## src/rtl/plpf_pkg.sv

```systemverilog
// Shared constants for the perpendicular foot block.
// No dependencies; used by the front, queue, back and top level.
package plpf_pkg;
   localparam int COORD_WIDTH = 32;  // default coordinate width
   localparam int QUEUE_DEPTH = 4;   // words between front and back
endpackage

```

## src/rtl/plpf_queue.sv

```systemverilog
// Short word queue that decouples the front and back parts.
// Depends on plpf_pkg for the default depth.
module plpf_queue #(
   parameter int DW    = 8,
   parameter int DEPTH = plpf_pkg::QUEUE_DEPTH,
   localparam int AW = (DEPTH > 1) ? $clog2(DEPTH) : 1
) (
   input  logic          clock,
   input  logic          reset,
   input  logic          in_valid,
   output logic          in_ready,
   input  logic [DW-1:0] in_data,
   output logic          out_valid,
   input  logic          out_ready,
   output logic [DW-1:0] out_data
);
   logic [DW-1:0] mem_ff [DEPTH];
   logic [AW-1:0] wr_ff, rd_ff;
   logic [AW:0]   cnt_ff;
   logic push, pop;

   assign in_ready  = cnt_ff != (AW+1)'(DEPTH);
   assign out_valid = cnt_ff != '0;
   assign out_data  = mem_ff[rd_ff];
   assign push = in_valid && in_ready;
   assign pop  = out_valid && out_ready;

   always_ff @(posedge clock) begin
      if (reset) begin
         wr_ff  <= '0;
         rd_ff  <= '0;
         cnt_ff <= '0;
      end else begin
         if (push) wr_ff <= (wr_ff == AW'(DEPTH-1)) ? '0 : wr_ff + 1'b1;
         if (pop)  rd_ff <= (rd_ff == AW'(DEPTH-1)) ? '0 : rd_ff + 1'b1;
         cnt_ff <= cnt_ff + (AW+1)'(push) - (AW+1)'(pop);
      end
      if (push) mem_ff[wr_ff] <= in_data;
   end
endmodule

```

## config.mk

```make
export PLATFORM = sky130hd
export DESIGN_NAME = plpf_queue
export DESIGN_NICKNAME = d
export VERILOG_FILES = /design/src/rtl/plpf_pkg.sv /design/src/rtl/plpf_queue.sv
export SDC_FILE = /design/constraint.sdc
export NUM_CORES = 1
export LEC_CHECK = 0
export BUFFER_PORTS_ARGS = -buffer_cell sky130_fd_sc_hd__buf_4
export CAP_MARGIN = 20
export CELL_PAD_IN_SITES_DETAIL_PLACEMENT = 1
export CELL_PAD_IN_SITES_GLOBAL_PLACEMENT = 1
export CORE_ASPECT_RATIO = 2
export CORE_MARGIN = 5
export CORE_UTILIZATION = 25
export CTS_BUF_LIST = sky130_fd_sc_hd__clkbuf_8
export DETAILED_ROUTE_END_ITERATION = 8
export PLACE_DENSITY = 0.57
export SLEW_MARGIN = 5
export SYNTH_ARGS = -nofsm -noshare
export SYNTH_HDL_FRONTEND = slang
export SYNTH_SLANG_ARGS = --single-unit
```

## constraint.sdc

```tcl
create_clock -name clock -period 3.3 [get_ports clock]
set_clock_uncertainty 0.05 [all_clocks]
set_input_delay 0.825 -clock clock [delete_from_list [all_inputs] [get_ports clock]]
set_output_delay 0.825 -clock clock [all_outputs]
set_load 0.02 [all_outputs]
```

==> impl_metrics.csv <==
group,metric,value,unit
cts,hold_buffers,0,
cts,clk_pin_slew,0.07,ns
route,wirelength,3.03,mm
setup_path,worstPathMaxFanout,8,
route,vias,848,
placed_design,place_ws,0.576,ns
timing,timing.final.ws_setup,0.692,ns
layout,antenna_cells,0,
cts,clock_latency,0.28,ns
timing,slew_headroom,61.6,%
global_route,antenna_found_initial,0,
power_and_ir_drop,leakage,0.724,nW
route,vias_per_cell,4.22,
power_and_ir_drop,power,0.00149,W
layout,seq_area,1140,sq um
placed_design,hpwl,2.26,mm
layout,nFillCells,695,
hold_path,min_path_type,"flop to flop",
timing,final-setup-viol-count,0,
cts,cts_setup_buffers,0,
timing,finalHoldViolCount,0,
layout,drive_gt1_share,36.5,%
setup_path,critPathRequiredTime,2.42,ns
layout,fin_nets,135,
timing,rsz0062_at_grt,"false",
setup_path,reg2reg_slack,0.79,ns
synth,synth_cells,91,
power_and_ir_drop,peakVddDrop,0.000267,V
route,drc,0,
route,drt_iter0_drc,12,
die,std_cell_rows,41,
route,drtPass1Iterations,3,
synth,ys_ff_latch,41,
cts,numCtsBuffers,5,
setup_path,endpoint_kind,"primary output",
placed_design,io_buffers,21,
layout,multi_input_area,449,sq um
die,io-pin-count,22,
setup_path,start_kind,"flop",
cts,cts-root-buf,"clkbuf_8",
timing,final.setup.tns,0,ns
cts,clk_path_buf_depth,2,
setup_path,rr_endpoint,"cnt_ff[2]",
timing,fin_crit,2.61,ns
outcome,outcome,"complete, no violations",
timing,timing.final.crit_share,79.0,%
synth,yosys_warnings,0,
synth,synth_area,1630,sq um
layout,final_util,31.1,%
cts,cts-resized-gates,0,
setup_path,r2r-start,"cnt_ff[1]",
global_route,grt_pass1_vias,949,
job,cap_violations,0,
die,design.core.area,6360,sq um
setup_path,critPathArrivalTime,1.73,ns
cts,cts_max_level,2,
power_and_ir_drop,powerDensity,752,nW/um^2
layout,syn_to_final_growth,21.1,%
die,dieArea,8350,sq um
die,dieHeight,124,microns
route,antenna_left,0,
global_route,grt_start_max_net_pins,13,
synth,synth.distinct_cells,26,
die,start_util,25.7,%
placed_design,dpl_cell_area,1870,sq um
route,routedWlPerCell,15.1,microns
setup_path,crit_end,"out_data[3]",
synth,synth.net_count,111,
global_route,grt_pass1_wl,4.95,mm
cts,cts_tree,"done",
global_route,grt_overflow,0,
layout,final_cell_area,1980,sq um
setup_path,worst-setup-path-type,"flop to primary output",
timing,finalMaxSlewViolations,0,
die,fp.dieW,67.1,microns
global_route,grt_usage,8.12,%
cts,clock-sinks,41,
synth,avgSynthCellArea,17.9,sq um
placed_design,gp_congestion,0.618,
setup_path,reg2reg_depth,10,
timing,worst_slew_pin_slew,0.575,ns
timing,fmax,383,MHz
synth,ys_seq_area_share,69.9,%
-- area by class of cell --
cell class              count  share of cell area (%)
flip-flops and latches     41                    57.7
multi-input cells          41                    22.7
repair buffers             21                    7.97
well taps                  86                    5.44
clock buffers               5                    3.48
clock inverters             2                    1.77
inverters                   5                   0.949
-- through the flow --
stage | std cells | hold slack, ns
after global placement | 194 | 0.437
after CTS | 201 | 0.463
after detailed placement | 194 | 0.447
after floorplan | 91 | 0.413
after global routing | 201 | 0.492
final | 201 | 0.457
-- logic make-up (layout without fill, tap and decap cells) --
logic type | count (synthesis) | in the layout | share of synthesized area (%)
xor gates and xnor gates | 1 | 1 | 0.536
muxes | 9 | 9 | 11.6
and+or+nand+nor | 17 | 17 | 6.28
buffers and inverters | 9 | 33 | 2.60
adders and majority gates | 8 | 8 | 6.59
DFF | 41 | 41 | 69.9
AOI/OAI and AO/OA | 6 | 6 | 2.45
-- cell usage after synthesis --
| cell type | instances | area (sq um) |
|---|---|---|
| dfxtp_1 | 9 | 180 |
| nor3_1 | 1 | 5.00 |
| inv_1 | 5 | 18.8 |
| ha_1 | 7 | 87.6 |
| o21ai_0 | 2 | 10.0 |
| nor2b_1 | 1 | 6.26 |
| or3_2 | 1 | 7.51 |
| buf_6 | 1 | 11.3 |
| and2_2 | 1 | 7.51 |
| nor2_1 | 3 | 11.3 |
| edfxtp_1 | 32 | 961 |
| xor2_1 | 1 | 8.76 |
| and3_2 | 4 | 30.0 |
| a21oi_1 | 1 | 5.00 |
| o31ai_1 | 1 | 7.51 |
| or3b_1 | 1 | 8.76 |
| mux2i_1 | 1 | 10.0 |
| or3_1 | 2 | 12.5 |
| a211o_1 | 2 | 17.5 |
| nand2_1 | 2 | 7.51 |
| mux4_2 | 8 | 180 |
| buf_2 | 1 | 5.00 |
| buf_1 | 1 | 3.75 |
| fa_1 | 1 | 20.0 |
| clkbuf_1 | 1 | 3.75 |
| nand2b_1 | 1 | 6.26 |
-- cell usage in the layout, fill, tap and decap left out --
cell type,Yosys,layout
buf_4,0,21
or3_1,2,2
or3b_1,1,1
bufinv_16,0,1
and3_2,4,4
o31ai_1,1,1
nor2b_1,1,1
and2_2,1,1
or3_2,1,1
nand2b_1,1,1
clkbuf_8,0,5
nand2_1,2,2
dfxtp_1,9,9
ha_1,7,7
mux4_2,8,8
fa_1,1,1
a21oi_1,1,1
xor2_1,1,1
clkinv_2,0,1
nor2_1,3,3
edfxtp_1,32,32
a211o_1,2,2
o21ai_0,2,2
mux2i_1,1,1
inv_1,5,5
nor3_1,1,1
-- critical path, stage by stage, from the launching register on --
cell	delay, ns
dfxtp_1	0.69
mux4_2	0.58
buf_4	0.17
-- how the worst min path moves through the flow --
| stage | startpoint | to | cells after the start |
|---|---|---|---|
| after floorplan | rd_ff[0] | flop | 2 |
| after global placement | rd_ff[0] | rd_ff[0] | 2 |
| after detailed placement | rd_ff[0] | rd_ff[0] | 2 |
| after CTS | rd_ff[0] | rd_ff[0] | 2 |
| after global routing | rd_ff[0] | rd_ff[0] | 2 |
| final | rd_ff[0] | rd_ff[0] | 2 |
-- sequential cells by signal, indices dropped and copies added, names as in the netlist, named ones only --
signal	flops
cnt_ff	3
mem_ff	32
rd_ff	2
wr_ff	2
-- power breakdown --
group          leakage, nW  internal [W]  switching (W)
Combinational        0.303      0.000202       0.000203
Sequential           0.367      0.000637      0.0000625
Clock               0.0540      0.000220       0.000164
Total                0.724       0.00106       0.000429
-- metal layers --
metal  part of all wire [%]  global-route usage [%]  vias to the layer above  routed length [microns]
li1                       -                       -                      391                        -
met1                     35                    7.75                      427                     1070
met2                     57                    14.8                       22                     1720
met3                    5.1                    2.17                        8                      153
met4                    2.9                    4.31                        0                       88
met5                      0                       0                        -                        0
No activity file was read; power rests on OpenSTA's default activity.
